===== src/hw/rtl/sifp_pkg.sv =====
// Shared types and constants for the scanf integer field parser.
// No dependencies; used by every module of the block.
package sifp_pkg;

    // Parse phases
    localparam logic [1:0] PH_SKIP   = 2'd0;
    localparam logic [1:0] PH_START  = 2'd1;
    localparam logic [1:0] PH_ZERO   = 2'd2;
    localparam logic [1:0] PH_DIGITS = 2'd3;

    // Base codes, shared by base_mode register and base in use
    localparam logic [1:0] BASE_AUTO = 2'd0;
    localparam logic [1:0] BASE_OCT  = 2'd1;
    localparam logic [1:0] BASE_DEC  = 2'd2;
    localparam logic [1:0] BASE_HEX  = 2'd3;

    // Configuration register indexes
    localparam int unsigned CFG_IDX_W    = 1;
    localparam int unsigned CFG_DATA_W   = 6;
    localparam logic [CFG_IDX_W-1:0] CFG_BASE_MODE = 1'b0;
    localparam logic [CFG_IDX_W-1:0] CFG_MAX_WIDTH = 1'b1;

    // Characters
    localparam logic [7:0] CH_SPACE = 8'h20;
    localparam logic [7:0] CH_TAB   = 8'h09;
    localparam logic [7:0] CH_NL    = 8'h0A;
    localparam logic [7:0] CH_PLUS  = 8'h2B;
    localparam logic [7:0] CH_MINUS = 8'h2D;
    localparam logic [7:0] CH_ZERO  = 8'h30;
    localparam logic [7:0] CH_X     = 8'h78;

    typedef struct packed {
        logic [7:0] in_char;
        logic       at_end;
    } t_in_item;

    typedef struct packed {
        logic signed [31:0] field_value;
        logic [5:0]         chars_taken;
        logic               char_consumed;
    } t_out_item;

    // Control part of the field state (accumulator travels apart)
    typedef struct packed {
        logic [1:0] phase;
        logic [1:0] base;
        logic [5:0] count;
        logic       neg;
    } t_field_state;

endpackage


===== src/hw/rtl/sifp_step.sv =====
// Combinational next-state and result logic for one input byte.
// Depends on sifp_pkg.
module sifp_step #(
    parameter int VALUE_BITS    = 32,
    parameter int DEFAULT_WIDTH = 32
) (
    input  sifp_pkg::t_in_item     i_item,
    input  logic [1:0]             i_base_mode,
    input  logic [5:0]             i_max_width,
    input  sifp_pkg::t_field_state i_state,
    input  logic [VALUE_BITS-1:0]  i_acc,
    output sifp_pkg::t_field_state o_state,
    output logic [VALUE_BITS-1:0]  o_acc,
    output logic                   o_res_valid,
    output sifp_pkg::t_out_item    o_res
);

    localparam logic [5:0] NOT_DIGIT = 6'd63;

    function automatic logic [5:0] digit_of(input logic [7:0] c);
        logic [5:0] d;
        d = NOT_DIGIT;
        if (c >= 8'h30 && c <= 8'h39)      d = 6'(c - 8'h30);
        else if (c >= 8'h41 && c <= 8'h5A) d = 6'(c - 8'h41 + 8'd10);
        else if (c >= 8'h61 && c <= 8'h7A) d = 6'(c - 8'h61 + 8'd10);
        return d;
    endfunction

    logic [5:0]            w;
    logic [7:0]            c;
    logic                  go;
    logic                  fin;
    logic                  used;
    logic [5:0]            d;
    logic [5:0]            radix;
    logic                  take;
    logic [VALUE_BITS-1:0] scaled;
    logic [VALUE_BITS-1:0] signed_v;
    sifp_pkg::t_field_state s;
    logic [VALUE_BITS-1:0] acc;

    always_comb begin
        w = (i_max_width == 6'd0 || i_max_width > 6'(DEFAULT_WIDTH))
            ? 6'(DEFAULT_WIDTH) : i_max_width;
        c     = i_item.in_char;
        s     = i_state;
        acc   = i_acc;
        go    = 1'b0;
        fin   = 1'b0;
        used  = 1'b0;
        d     = digit_of(c);
        radix = 6'd10;
        take  = 1'b0;
        scaled = '0;

        if (i_item.at_end) begin
            fin = 1'b1;
        end else begin
            go = 1'b1;
            if (s.phase == sifp_pkg::PH_SKIP) begin
                if (c == sifp_pkg::CH_SPACE || c == sifp_pkg::CH_TAB
                        || c == sifp_pkg::CH_NL) begin
                    go = 1'b0;
                end else if (c == sifp_pkg::CH_MINUS || c == sifp_pkg::CH_PLUS) begin
                    go    = 1'b0;
                    s.neg = (c == sifp_pkg::CH_MINUS);
                    s.count = 6'd1;
                    if (6'd1 >= w) begin
                        fin  = 1'b1;
                        used = 1'b1;
                    end else begin
                        s.phase = sifp_pkg::PH_START;
                    end
                end else begin
                    s.phase = sifp_pkg::PH_START;
                end
            end

            if (go) begin
                if (s.phase == sifp_pkg::PH_START) begin
                    if (i_base_mode == sifp_pkg::BASE_AUTO) begin
                        if (c == sifp_pkg::CH_ZERO) begin
                            go      = 1'b0;
                            s.count = s.count + 6'd1;
                            if (s.count >= w) begin
                                fin  = 1'b1;
                                used = 1'b1;
                            end else begin
                                s.phase = sifp_pkg::PH_ZERO;
                            end
                        end else begin
                            s.base = sifp_pkg::BASE_DEC;
                        end
                    end else begin
                        s.base = i_base_mode;
                    end
                    if (go) s.phase = sifp_pkg::PH_DIGITS;
                end else if (s.phase == sifp_pkg::PH_ZERO) begin
                    if (c == sifp_pkg::CH_X) begin
                        go      = 1'b0;
                        s.base  = sifp_pkg::BASE_HEX;
                        s.count = s.count + 6'd1;
                        if (s.count >= w) begin
                            fin  = 1'b1;
                            used = 1'b1;
                        end else begin
                            s.phase = sifp_pkg::PH_DIGITS;
                        end
                    end else begin
                        s.base  = sifp_pkg::BASE_OCT;
                        s.phase = sifp_pkg::PH_DIGITS;
                    end
                end
            end

            if (go) begin
                case (s.base)
                    sifp_pkg::BASE_OCT: begin
                        radix  = 6'd8;
                        scaled = acc << 3;
                    end
                    sifp_pkg::BASE_HEX: begin
                        radix  = 6'd16;
                        scaled = acc << 4;
                    end
                    default: begin
                        radix  = 6'd10;
                        scaled = (acc << 3) + (acc << 1);
                    end
                endcase
                // hex: an 'x' counts as a zero digit while value is zero
                take = (d < radix) || (s.base == sifp_pkg::BASE_HEX
                        && acc == '0 && c == sifp_pkg::CH_X);
                if (take) begin
                    acc     = scaled + VALUE_BITS'((d < radix) ? d : 6'd0);
                    s.count = s.count + 6'd1;
                    if (s.count >= w) begin
                        fin  = 1'b1;
                        used = 1'b1;
                    end
                end else begin
                    fin = 1'b1;
                end
            end
        end

        signed_v = s.neg ? (VALUE_BITS'(0) - acc) : acc;
        o_res.field_value   = 32'(signed_v);
        o_res.chars_taken   = s.count;
        o_res.char_consumed = used;
        o_res_valid         = fin;

        if (fin) begin
            o_state = '{phase: sifp_pkg::PH_SKIP, base: sifp_pkg::BASE_AUTO,
                        count: 6'd0, neg: 1'b0};
            o_acc   = '0;
        end else begin
            o_state = s;
            o_acc   = acc;
        end
    end

endmodule


===== src/hw/rtl/sifp_out_reg.sv =====
// Result register with valid/ready handshake toward the receiver.
// Depends on sifp_pkg.
module sifp_out_reg (
    input  logic                i_clk,
    input  logic                i_rst_n,
    input  logic                i_load,
    input  sifp_pkg::t_out_item i_data,
    output logic                o_free,
    output logic                o_valid,
    input  logic                i_ready,
    output sifp_pkg::t_out_item o_data
);

    logic                r_valid;
    sifp_pkg::t_out_item r_data;

    // slot is usable this cycle if empty or being drained
    assign o_free  = !r_valid || i_ready;
    assign o_valid = r_valid;
    assign o_data  = r_data;

    always_ff @(posedge i_clk) begin
        if (!i_rst_n) begin
            r_valid <= 1'b0;
        end else if (i_load) begin
            r_valid <= 1'b1;
        end else if (i_ready) begin
            r_valid <= 1'b0;
        end
    end

    always_ff @(posedge i_clk) begin
        if (i_load) begin
            r_data <= i_data;
        end
    end

endmodule


===== src/hw/rtl/scanf_integer_field_parser_core.sv =====
// Top level of the scanf integer field parser: input register, field state,
// configuration registers. Depends on sifp_pkg, sifp_step and sifp_out_reg.
//
// Usage:
//   Input channel (i_in_valid / o_in_ready / i_in_item) carries one byte per
//   transfer plus an end-of-input flag. Output channel (o_out_valid /
//   i_out_ready / o_out_item) carries one result per finished field: value,
//   character count (0 = no conversion) and whether the last byte was used.
//   A result with char_consumed = 0 means the byte must be sent again.
//   Configuration: i_cfg_we writes i_cfg_data to register i_cfg_idx
//   (0 base_mode, 1 max_width); write only while the block is idle.
//   Data path: an accepted byte waits in the input register and is processed
//   from it into the field state; its result, if any, is registered in the
//   result register. Throughput: one byte per cycle unless a field-ending
//   byte waits on a busy result register; set by the combinational step
//   logic (one shift-add on the accumulator) feeding the field state.
//   Receiver stall: bytes that end no field keep flowing; a byte that ends a
//   field waits in the input register until the result register frees up,
//   and o_in_ready drops meanwhile.
//   Reset (synchronous, active low): field state cleared, base_mode and
//   max_width set to 0, both channels empty.
module scanf_integer_field_parser_core #(
    parameter int VALUE_BITS    = 32,
    parameter int DEFAULT_WIDTH = 32
) (
    input  logic                                i_clk,
    input  logic                                i_rst_n,
    // byte input
    input  logic                                i_in_valid,
    output logic                                o_in_ready,
    input  sifp_pkg::t_in_item                  i_in_item,
    // result output
    output logic                                o_out_valid,
    input  logic                                i_out_ready,
    output sifp_pkg::t_out_item                 o_out_item,
    // configuration
    input  logic                                i_cfg_we,
    input  logic [sifp_pkg::CFG_IDX_W-1:0]      i_cfg_idx,
    input  logic [sifp_pkg::CFG_DATA_W-1:0]     i_cfg_data
);

    // config registers
    logic [1:0] r_base_mode;
    logic [5:0] r_max_width;

    // input register
    logic               r_in_valid;
    sifp_pkg::t_in_item r_in;

    // field state
    sifp_pkg::t_field_state r_state;
    logic [VALUE_BITS-1:0]  r_acc;

    sifp_pkg::t_field_state n_state;
    logic [VALUE_BITS-1:0]  n_acc;
    logic                   res_valid;
    sifp_pkg::t_out_item    res;
    logic                   out_free;
    logic                   proc;

    sifp_step #(
        .VALUE_BITS    (VALUE_BITS),
        .DEFAULT_WIDTH (DEFAULT_WIDTH)
    ) u_step (
        .i_item      (r_in),
        .i_base_mode (r_base_mode),
        .i_max_width (r_max_width),
        .i_state     (r_state),
        .i_acc       (r_acc),
        .o_state     (n_state),
        .o_acc       (n_acc),
        .o_res_valid (res_valid),
        .o_res       (res)
    );

    sifp_out_reg u_out (
        .i_clk   (i_clk),
        .i_rst_n (i_rst_n),
        .i_load  (proc && res_valid),
        .i_data  (res),
        .o_free  (out_free),
        .o_valid (o_out_valid),
        .i_ready (i_out_ready),
        .o_data  (o_out_item)
    );

    // held byte is processed unless it ends a field and the result slot is busy
    assign proc       = r_in_valid && (!res_valid || out_free);
    assign o_in_ready = !r_in_valid || proc;

    always_ff @(posedge i_clk) begin
        if (!i_rst_n) begin
            r_in_valid <= 1'b0;
        end else if (o_in_ready) begin
            r_in_valid <= i_in_valid;
        end
    end

    always_ff @(posedge i_clk) begin
        if (o_in_ready) begin
            r_in <= i_in_item;
        end
    end

    // field state advances once per processed byte
    always_ff @(posedge i_clk) begin
        if (!i_rst_n) begin
            r_state <= '{phase: sifp_pkg::PH_SKIP, base: sifp_pkg::BASE_AUTO,
                         count: 6'd0, neg: 1'b0};
            r_acc   <= '0;
        end else if (proc) begin
            r_state <= n_state;
            r_acc   <= n_acc;
        end
    end

    // register writes
    always_ff @(posedge i_clk) begin
        if (!i_rst_n) begin
            r_base_mode <= sifp_pkg::BASE_AUTO;
            r_max_width <= 6'd0;
        end else if (i_cfg_we) begin
            unique case (i_cfg_idx)
                sifp_pkg::CFG_BASE_MODE: r_base_mode <= i_cfg_data[1:0];
                sifp_pkg::CFG_MAX_WIDTH: r_max_width <= i_cfg_data;
                default: ;
            endcase
        end
    end

endmodule


===== config.mk =====
export PLATFORM = sky130hd
export DESIGN_NAME = scanf_integer_field_parser_core
export DESIGN_NICKNAME = d
export VERILOG_FILES = /design/src/hw/rtl/sifp_pkg.sv /design/src/hw/rtl/sifp_step.sv /design/src/hw/rtl/sifp_out_reg.sv /design/src/hw/rtl/scanf_integer_field_parser_core.sv
export SDC_FILE = /design/constraint.sdc
export NUM_CORES = 1
export LEC_CHECK = 0
export ABC_AREA = 1
export BUFFER_PORTS_ARGS = -buffer_cell sky130_fd_sc_hd__buf_2
export CAP_MARGIN = 5
export CORE_MARGIN = 1
export CORE_UTILIZATION = 64
export CTS_BUF_LIST = sky130_fd_sc_hd__clkbuf_4 sky130_fd_sc_hd__clkbuf_8
export CTS_CLUSTER_SIZE = 12
export DETAILED_ROUTE_END_ITERATION = 16
export GPL_TIMING_DRIVEN = 0
export PLACE_DENSITY = 0.83
export SYNTH_ARGS = -nofsm -noshare
export SYNTH_HDL_FRONTEND = slang
export SYNTH_SLANG_ARGS = --single-unit

===== constraint.sdc =====
create_clock -name i_clk -period 6.98 [get_ports i_clk]
set_clock_uncertainty 0.05 [all_clocks]
set_input_delay 0.698 -clock i_clk [delete_from_list [all_inputs] [get_ports i_clk]]
set_output_delay 0.698 -clock i_clk [all_outputs]
set_load 0.05 [all_outputs]

# Word-level counts from Yosys, hierarchy flattened
# Index checks and enable logic that the tools add are counted.
# word_totals
regBits	101
# classes
n_addsub	10
n_lt_le_gt_ge	11
n_eq_ne	12
mux	77
n_bitwise	1
reduce_logical	26
# op_table
op	count
32-bit two-way mux	7
6-bit two-way mux	12
32-bit adder	2
32-bit case mux with 2 select lines	1
10-bit two-way mux	4
1-bit two-way mux	33
8-bit by 6-bit equality test with 1-bit output, second input constant	4
32-bit logical NOT	1
1-bit by 32-bit subtractor with 32-bit output, first input constant	1
7-bit two-way mux	4
2-bit two-way mux	12
11-bit two-way mux	2
8-bit by 4-bit equality test with 1-bit output, second input constant	2
8-bit by 7-bit greater-or-equal comparator with 1-bit output, second input constant	2
8-bit by 7-bit <= comparator with 1-bit output, second input constant	2
6-bit by 1-bit adder with 6-bit output, second input constant	2
6-bit by 4-bit adder with 6-bit output, second input constant	2
6-bit greater-or-equal comparator	2
6-bit subtractor, second input constant	2
5-bit case mux with 2 select lines	1
8-bit by 7-bit equality test with 1-bit output, second input constant	1
8-bit by 6-bit greater-or-equal comparator with 1-bit output, second input constant	1
8-bit by 6-bit <= comparator with 1-bit output, second input constant	1
1-bit logical OR	8
15 further kinds	28

# Depth between registers and ports, before layout
# Gate-level depths: netlist of the first run.
# depth
ltp_word	31
depth_mapped	45

# By module
# From an unflattened synthesis of the first run, not the netlist that was laid out.
# unflattened
hier_cells	1741
hier_area_um2	11327.1
# modules_own_cells
mod	n_inst	cells_each	area_per_inst_um2	seq_area_each_um2
sifp_step	1	1359	7395.8	0.0
scanf_integer_field_parser_core	1	337	2713.9	1311.3
sifp_out_reg	1	45	1217.4	1191.1

# Worst setup path before layout of the first run
# OpenSTA, ideal clock, no wires.
# synth_timing
path_kind	reg-to-reg
from	register r_in[2] (netlist name)
to	register u_out.r_data, in the netlist u_out.o_data[37] (data pin)
setup_ns	0.249
arrival_time_ns	5.025
slack_ns	1.656
path_stages_with_launch	42
path_buffers	0
path_cell_list	edfxtp_1 -> inv_1 -> ha_1 -> inv_1 -> a21oi_1 -> nand2_1 -> nand2_1 -> nor2_4 -> nand2_2 -> nand2_4 -> nand2_2 -> nand2_1 -> nand3_2 -> nand2_4 -> nand2_4 -> inv_2 -> ha_1 -> a21oi_1 -> [6 not listed] -> o21ai_0 -> a21oi_1 -> inv_1 -> nand4_1 -> nor2_4 -> nand2_1 -> nand2_1 -> nand3_1 -> nand2_2 -> nand3_2 -> nor2_4 -> nand3_2 -> nand2_2 -> nand2_2 -> nor2_4 -> nand3_1 -> nand2_1 -> inv_1
# synth_rtl
element	line	text
start: declaration	scanf_integer_field_parser_core.sv:48	sifp_pkg::t_in_item r_in;
start signal: assignment	scanf_integer_field_parser_core.sv:101	r_in <= i_in_item;
end signal: assignment	sifp_out_reg.sv:34	r_data <= i_data;
end: declaration	sifp_out_reg.sv:15	sifp_pkg::t_out_item r_data;

==> results of run 1 <==
[report_power, final]
part           switching [W]  internal, W  total [W]
combinational       0.000351     0.000158   0.000508
clock               0.000228     0.000174   0.000402
sequential        0.00000849     0.000638   0.000647
[how the worst min path moves through the flow]
stage | to | cells after the start
after floorplan | r_state[3] | 2
final | r_state[3] | 2
after detailed placement | r_state[3] | 2
after CTS | r_in[4] | 1
after global routing | r_in[0] | 1
after global placement | r_state[3] | 2
[critical path: cells and delay by family (launching register included)]
family / cells / cell delay, ps
and+or+nand+nor: 22 / 2480
AOI/OAI and AO/OA: 6 / 1180
adders and majority gates: 4 / 1160
buffers and inverters: 6 / 550
DFF: 1 / 490
xor gates and xnor gates: 1 / 230
[registers in the layout (all words and copies together) (netlist names)]
signal	count
r_max_width	6
r_acc	32
r_base_mode	2
r_in	9
u_out.o_data	39
u_out.o_valid	1
r_in_valid	1
r_state	11
[metrics by stage]
stage          std cells  setup slack, ps
4_1_cts             1792              698
3_3_place_gp        1775              746
6_report            1792              601
3_5_place_dp        1776              797
5_1_grt             1792              179
2_1_floorplan       1503             1660
[layer usage]
layer | vias to the layer above | track usage | part of all wire
met1 | 4626 | 0.517 | 0.45
met4 | 0 | 0.0837 | 0.019
met5 | - | 0 | 0
met2 | 497 | 0.563 | 0.43
li1 | 5090 | - | -
met3 | 47 | 0.0576 | 0.10
[layout by cell type (no fill, tap or decap), types with 14 or more instances in the layout]
cell / n
nor2_4: 17
xor2_1: 36
nand2_2: 28
nand3_1: 119
buf_2: 71
ha_1: 60
o21ai_0: 60
nand3_2: 27
nor2_1: 144
nand2_1: 371
a21oi_1: 103
inv_2: 14
dfxtp_1: 53
xnor2_1: 25
nor2_2: 20
inv_1: 175
edfxtp_1: 48
nand4_1: 29
[layout make-up]
class                      instances  area (um^2)  area share
timing repair buffer              62          333      0.0302
inverter                         195          739      0.0672
clock buffer                      10          131      0.0119
clock inverter                     6         70.1     0.00637
sequential                       101         2500       0.227
multi-input combinational       1171         6720       0.610
buffer                            36          253      0.0230
tap                              211          264      0.0240
[kinds of logic after synthesis]
kind of cell,count (synthesis)
buf+inv,231
other cells,1
fa+ha+maj,62
xor+xnor,61
compound gates,227
flops,101
simple gates,820
==> results by group, run 1 <==
Detailed routing
  • Number of iterations in the first detailed-routing pass: 5
  • DRT antenna net count: 0
  • Avg WL per Cell: approximately 16 um
  • Via-per-instance ratio: between 5 and 6
  • Via count: 10,260
  • DRT iter0 DRCs: roughly 1,300
  • DRC errors left: 0
  • Final wirelength: between 20,000 and 30,000 um

Logic synthesis
  • Post-synthesis mux area share: 0
  • Simple-gate area share of the yosys netlist: 0.399
  • Adder-cell share of the synthesized area: 0.0775
  • Most instantiated library cell after synthesis: nand2_1
  • Synth Area in Compound Gates: 0.129
  • XOR/XNOR Fraction of Synth Area: 0.0523
  • EDFF count, synth: 48
  • Largest area contributor in the netlist: edfxtp_1
  • Yosys reg bits: between 100 and 150
  • Main combinational cell family by area after synthesis: simple AND/OR/NAND/NOR gates
  • Synth top area cells: edfxtp_1 (14%), nand2_1 (14%), dfxtp_1 (10%), ha_1 (7.4%), inv_1 (6.4%)
  • Synth async-reset ratio: 0
  • Synth top area share: 0.141
  • Synth cell types: 54
  • Syn. warnings: 0
  • Synthesized area: 10,200 um^2
  • Mean post-synth cell area: 6.79 um^2
  • Syn_nets: between 1,500 and 2,000
  • Synth Instances: 1,503
  • Post-synth top cells: nand2_1 (371), inv_1 (175), nor2_1 (144)
  • Post-synth top flop: dfxtp_1
  • Seq/Total Area, Yosys: 0.245

Final layout
  • Cell area after layout: approximately 11,000 um^2
  • Fillers: 1,384
  • P&R area growth vs syn: 7.82%
  • Final net count: between 1,500 and 2,000
  • Antenna diode instance count: 0
  • Layout cells sized above 1: 0.163
  • Final Util: 0.716

Worst setup path
  • Crit path from: r_in[2]
  • Startpoint types: register
  • Origin of the critical flop-to-flop path: r_in[2]
  • R2R depth: 39
  • WS Path Type: reg -> reg
  • Crit path DAT: approximately 6500 ps
  • Max stage delay cell, worst path: edfxtp_1
  • Crit-path max FO: 8
  • Reg2Reg Setup Slack: 600 ps
  • Cell mode on critical path: nand2_1
  • R2r endpoint: u_out.o_data[28]
  • Critical Path RT: between 7000 and 8000 ps
  • Crit end category: register
  • CP endpoint: u_out.o_data[28]
  • Max stage delay on crit path: between 400 and 500 ps

GRT
  • Global-route wire length before repair: 45,900 um
  • Total congestion overflow: 0
  • GRT Total Usage: 0.360
  • Largest net degree at the start of global routing: 30
  • Initial antenna violation count: 0
  • Vias in the first global route: 9,111

Clock network
  • Root Buffer: clkbuf_8
  • Clock-pin slew on the worst setup and hold paths: 100 ps
  • CTS Sinks: 101
  • CTS tree: built
  • Skew-Pair Late Insertion Delay: roughly 400 ps
  • CTS buffer count: 9
  • CTS resizes: 0
  • Clock buffer depth: 2
  • Cts-stage hold buffer count: 0
  • Setup Buffers After CTS: 0
  • H-Tree Depth: 3

Timing
  • Minimum clock period: about 6400 ps
  • Final setup TNS: 0 ps
  • Fin. Hold Viols: 0
  • Max-slew headroom: 0.360
  • Worst Max-Slew Pin Slew: ~940 ps
  • Finish-stage setup viols: 0
  • Final slew viol count: 0
  • Fmax: 0.157 GHz
  • Hold slack: between 400 and 500 ps
  • RSZ-0062 raised after global routing: no
  • Fin crit share: 0.914

Die
  • Width of the chip: between 100 and 150 um
  • CORE AREA: ~15,000 um^2
  • IO Count: 62
  • Die area: between 15,000 and 20,000 um^2
  • Row count: 45
  • Die Span Y: about 130 um
  • Initial Util: 0.664

Power
  • Tot Pwr: 0.00156 W
  • Maximum VDD drop: between 0.08 and 0.09 mV
  • Leakage: 5.31 nW
  • Power per cell area: ~140 nW/um^2

Status
  • Status: finished clean

Placement
  • Post-detail-place hpwl: ~23,000 um
  • Gpl congestion: about 0.96
  • Placed cell area: 10,800 um^2
  • PortBufs: between 60 and 70

Hold path
  • Hold wc startpoint: r_state[3]
  • Hold WC Path Type: reg -> reg

Flow run
  • Max_cap viols: 0
No activity file was read; power rests on OpenSTA's default activity.
==> run 2, diff against run 1 <==
--- a/config.mk
+++ b/config.mk
@@ -5,16 +5,14 @@
 export SDC_FILE = /design/constraint.sdc
 export NUM_CORES = 1
 export LEC_CHECK = 0
-export ABC_AREA = 1
 export BUFFER_PORTS_ARGS = -buffer_cell sky130_fd_sc_hd__buf_2
 export CAP_MARGIN = 5
 export CORE_MARGIN = 1
-export CORE_UTILIZATION = 64
+export CORE_UTILIZATION = 45
 export CTS_BUF_LIST = sky130_fd_sc_hd__clkbuf_4 sky130_fd_sc_hd__clkbuf_8
 export CTS_CLUSTER_SIZE = 12
 export DETAILED_ROUTE_END_ITERATION = 16
 export GPL_TIMING_DRIVEN = 0
-export PLACE_DENSITY = 0.83
 export SYNTH_ARGS = -nofsm -noshare
 export SYNTH_HDL_FRONTEND = slang
 export SYNTH_SLANG_ARGS = --single-unit
==> run 2 against run 1 <==
Effect of this change: synthesized area fell by 5.0%; clock power about the same; total power decreased by 13%; design area up 3.5%; die area increased by 34%; register-to-register slack got worse by 410 ps; via count fell by 9.3%; worst setup slack got worse by 410 ps; largest cell class unchanged; fmax shrank 6.1%.
==> results by group, run 2 <==
Final layout
  • Multi-input gate area: 7160 um^2 (was 6720 um^2)
  • Commonest cells after routing, fill and taps aside: nand2_1 (97), a21oi_1 (77), buf_2 (66), nor2_1 (61), o21ai_0 (59) (was nand2_1 (371), inv_1 (175), nor2_1 (144), nand3_1 (119), a21oi_1 (103))
  • Commonest non-fill, non-tap cell in the layout: nand2_1 (unchanged)
  • FF+latch area: 2500 um^2 (unchanged)
  • Final net count: 1,366 (was 1,659)
  • P&R area growth vs syn: 17.5% (was 7.82%)
  • Max reg flops: 39 (unchanged)
  • Fillers: 2,006 (was 1,384)
  • Final Util: 0.541 (was 0.716)
  • Layout cells sized above 1: 0.189 (was 0.163)
  • Antenna diode instance count: 0 (unchanged)

Worst setup path
  • Crit path DAT: 6880 ps (was 6480 ps)
  • Max stage delay on crit path: 580 ps (was 490 ps)
  • Crit path from: r_in[1] (was r_in[2])
  • Startpoint types: register (unchanged)
  • WS Path Type: reg -> reg (unchanged)
  • Crit end category: register (unchanged)
  • Crit-path max FO: 8 (unchanged)
  • Origin of the critical flop-to-flop path: r_in[1] (was r_in[2])
  • Max stage delay cell, worst path: or4_4 (was edfxtp_1)
  • Cell mode on critical path: ha_4 (was nand2_1)
  • Critical Path RT: 7070 ps (was 7080 ps)

Logic synthesis
  • Synth top area share: 0.149 (was 0.141)
  • Seq/Total Area, Yosys: 0.258 (was 0.245)
  • Syn_nets: 1,240 (was 1,586)
  • Synth async-reset ratio: 0 (unchanged)
  • EDFF count, synth: 48 (unchanged)
  • Synthesized area: 9700 um^2 (was 10,200 um^2)
  • Synth cell types: 97 (was 54)
  • Post-synth top cells: nand2_1 (100), a21oi_1 (81), nor2_1 (64) (was nand2_1 (371), inv_1 (175), nor2_1 (144))
  • Mean post-synth cell area: 8.38 um^2 (was 6.79 um^2)
  • Yosys reg bits: 101 (unchanged)
  • Largest area contributor in the netlist: edfxtp_1 (unchanged)
  • Synth top area cells: edfxtp_1 (15%), dfxtp_1 (11%), ha_1 (7.7%), xnor2_1 (4.4%), mux2i_1 (4.2%) (was edfxtp_1 (14%), nand2_1 (14%), dfxtp_1 (10%), ha_1 (7.4%), inv_1 (6.4%))
  • Most instantiated library cell after synthesis: nand2_1 (unchanged)
  • Post-synth top flop: dfxtp_1 (unchanged)
  • Syn. warnings: 0 (unchanged)
  • Synth Instances: 1,157 (was 1,503)

Power
  • Pint: 0.000918 W (was 0.000970 W)
  • Clock group share of total power: 0.300 (was 0.258)
  • Leakage: 4.32 nW (was 5.31 nW)
  • Maximum VDD drop: 0.0930 mV (was 0.0856 mV)
  • Power per cell area: 119 nW/um^2 (was 141 nW/um^2)
  • Sw Share: 0.321 (was 0.377)
  • Sw power: 0.000434 W (was 0.000587 W)
  • Gate power share: 0.222 (was 0.326)
  • Sequential power share: 0.479 (was 0.415)

Detailed routing
  • Via-per-instance ratio: 5.95 (was 5.73)
  • DRT antenna net count: 0 (unchanged)
  • Avg WL per Cell: 18.9 um (was 16.0 um)
  • Number of iterations in the first detailed-routing pass: 6 (was 5)
  • Final wirelength: 29,600 um (was 28,700 um)
  • DRC errors left: 0 (unchanged)
  • Via count: 9,303 (was 10,260)
  • DRT iter0 DRCs: 833 (was 1,262)

Clock network
  • Clock-pin slew on the worst setup and hold paths: 110 ps (was 100 ps)
  • CTS buffer count: 9 (unchanged)
  • CTS tree: built (unchanged)
  • Cts-stage hold buffer count: 0 (unchanged)
  • Root Buffer: clkbuf_8 (unchanged)
  • CTS Sinks: 101 (unchanged)
  • Skew-Pair Late Insertion Delay: 410 ps (was 400 ps)
  • H-Tree Depth: 3 (unchanged)
  • Clock buffer depth: 2 (unchanged)

Placement
  • Post-detail-place hpwl: 22,000 um (was 23,300 um)
  • PortBufs: 59 (was 61)
  • Gpl congestion: 0.903 (was 0.956)

Timing
  • Worst Max-Slew Pin Slew: 804 ps (was 935 ps)
  • Final slew viol count: 0 (unchanged)
  • Max-slew headroom: 0.459 (was 0.360)
  • Final setup TNS: 0 ps (unchanged)
  • Finish-stage setup viols: 0 (unchanged)
  • Fin. Hold Viols: 0 (unchanged)
  • Fin crit share: 0.973 (was 0.914)
  • Fmax: 0.147 GHz (was 0.157 GHz)
  • Minimum clock period: 6790 ps (was 6380 ps)

Die
  • Die Span Y: 149 um (was 128 um)
  • IO Count: 62 (unchanged)
  • Width of the chip: 149 um (was 128 um)
  • Row count: 53 (was 45)
  • Initial Util: 0.460 (was 0.664)
  • Die area: 22,100 um^2 (was 16,500 um^2)
  • CORE AREA: 21,100 um^2 (was 15,400 um^2)

GRT
  • Total congestion overflow: 0 (unchanged)
  • Vias in the first global route: 8,381 (was 9,111)
  • Largest net degree at the start of global routing: 39 (was 30)
  • Initial antenna violation count: 0 (unchanged)
  • Global-route wire length before repair: 46,000 um (was 45,900 um)
  • GRT Total Usage: 0.263 (was 0.360)

Status
  • Status: finished clean (unchanged)

Hold path
  • Hold wc startpoint: i_in_item[5] (was r_state[3])
  • Hold WC Path Type: in -> reg (was reg -> reg)

Flow run
  • Max_cap viols: 0 (unchanged)
run 2: cell types whose count changed after synthesis, moves of 22 or more:
cell	before	now
and2_1	2	24
mux2i_1	0	41
inv_1	175	34
xnor2_1	25	49
a21oi_1	103	81
a22oi_1	0	33
nor2_1	144	64
nand2_1	371	100
nand3_1	119	25
nor2b_1	0	45
nand2_2	28	2
nand3_2	27	0
a31oi_1	4	26
run 2: final cells by class:
type	count	area share
Timing Repair Buffer	121	0.0708
Sequential cell	101	0.220
Tap cell	275	0.0302
Clock buffer	9	0.0109
Clock inverter	7	0.00637
Buffer	51	0.0222
Multi-Input combinational cell	964	0.628
Inverter	35	0.0117
run 2: final timing paths:
check                endpoint  slack [ps]  depth (start not counted)
max          u_out.o_data[35]         190                         32
max reg2reg  u_out.o_data[35]         190                         32
min reg2reg    r_max_width[0]         440                          2
min                   r_in[5]         410                          1
run 2: per-stage QoR:
step                cells  hold slack, ps  power [W]  setup slack [ps]  cell area, um^2
finish               1563             412    0.00135               188            11400
detailed placement   1492             424   0.000907             -1610            10400
global placement     1491             420   0.000904             -1680            10300
global route         1563             400    0.00140             -45.4            11400
CTS                  1548             406    0.00133              5.61            11200
floorplan            1157             402   0.000843              42.2             9700
run 2: repair_timing:
action,4_1_cts,5_1_grt
setup endpoints to repair,56,23
gates resized for setup,58,26
gates cloned,1,0
pin swaps,23,30
buffers inserted,42,18
run 2: cell families (layout without fill, tap and decap cells):
logic type,count (synthesis),after routing,synth area share
AND/OR/NAND/NOR,395,395,0.222
AO/OA/AOI/OAI,369,369,0.264
flip-flops,101,101,0.258
buffers and inverters,92,223,0.0423
XOR/XNOR,85,85,0.0768
adder cells (fa/ha/maj),62,62,0.0815
multiplexers,52,52,0.0557
other,1,1,0.000387
run 2: per-layer routing:
metal	part of all wire	routed length, um	vias to the layer above	GRT usage
li1	-	-	4599	-
met2	0.43	12600	316	0.398
met1	0.50	14800	4363	0.393
met5	0	0	-	0
met4	0.015	445	0	0.0582
met3	0.058	1700	25	0.0367
run 2: worst max-delay path, delay by kind of cell, from the launching register on:
kind / cells / cell delay (ps)
simple gates: 6 / 1580
buf+inv: 8 / 1070
xor+xnor: 2 / 400
fa+ha+maj: 4 / 840
flops: 1 / 500
compound gates: 12 / 2070
run 2: power by group through the flow:
stage / Sequential, W / Clock [W] / Combinational [W]
floorplan: 0.000697 / 0 / 0.000146
global placement: 0.000662 / 0 / 0.000242
detailed placement: 0.000662 / 0 / 0.000245
CTS: 0.000647 / 0.000405 / 0.000281
global route: 0.000649 / 0.000430 / 0.000318
finish: 0.000647 / 0.000405 / 0.000300
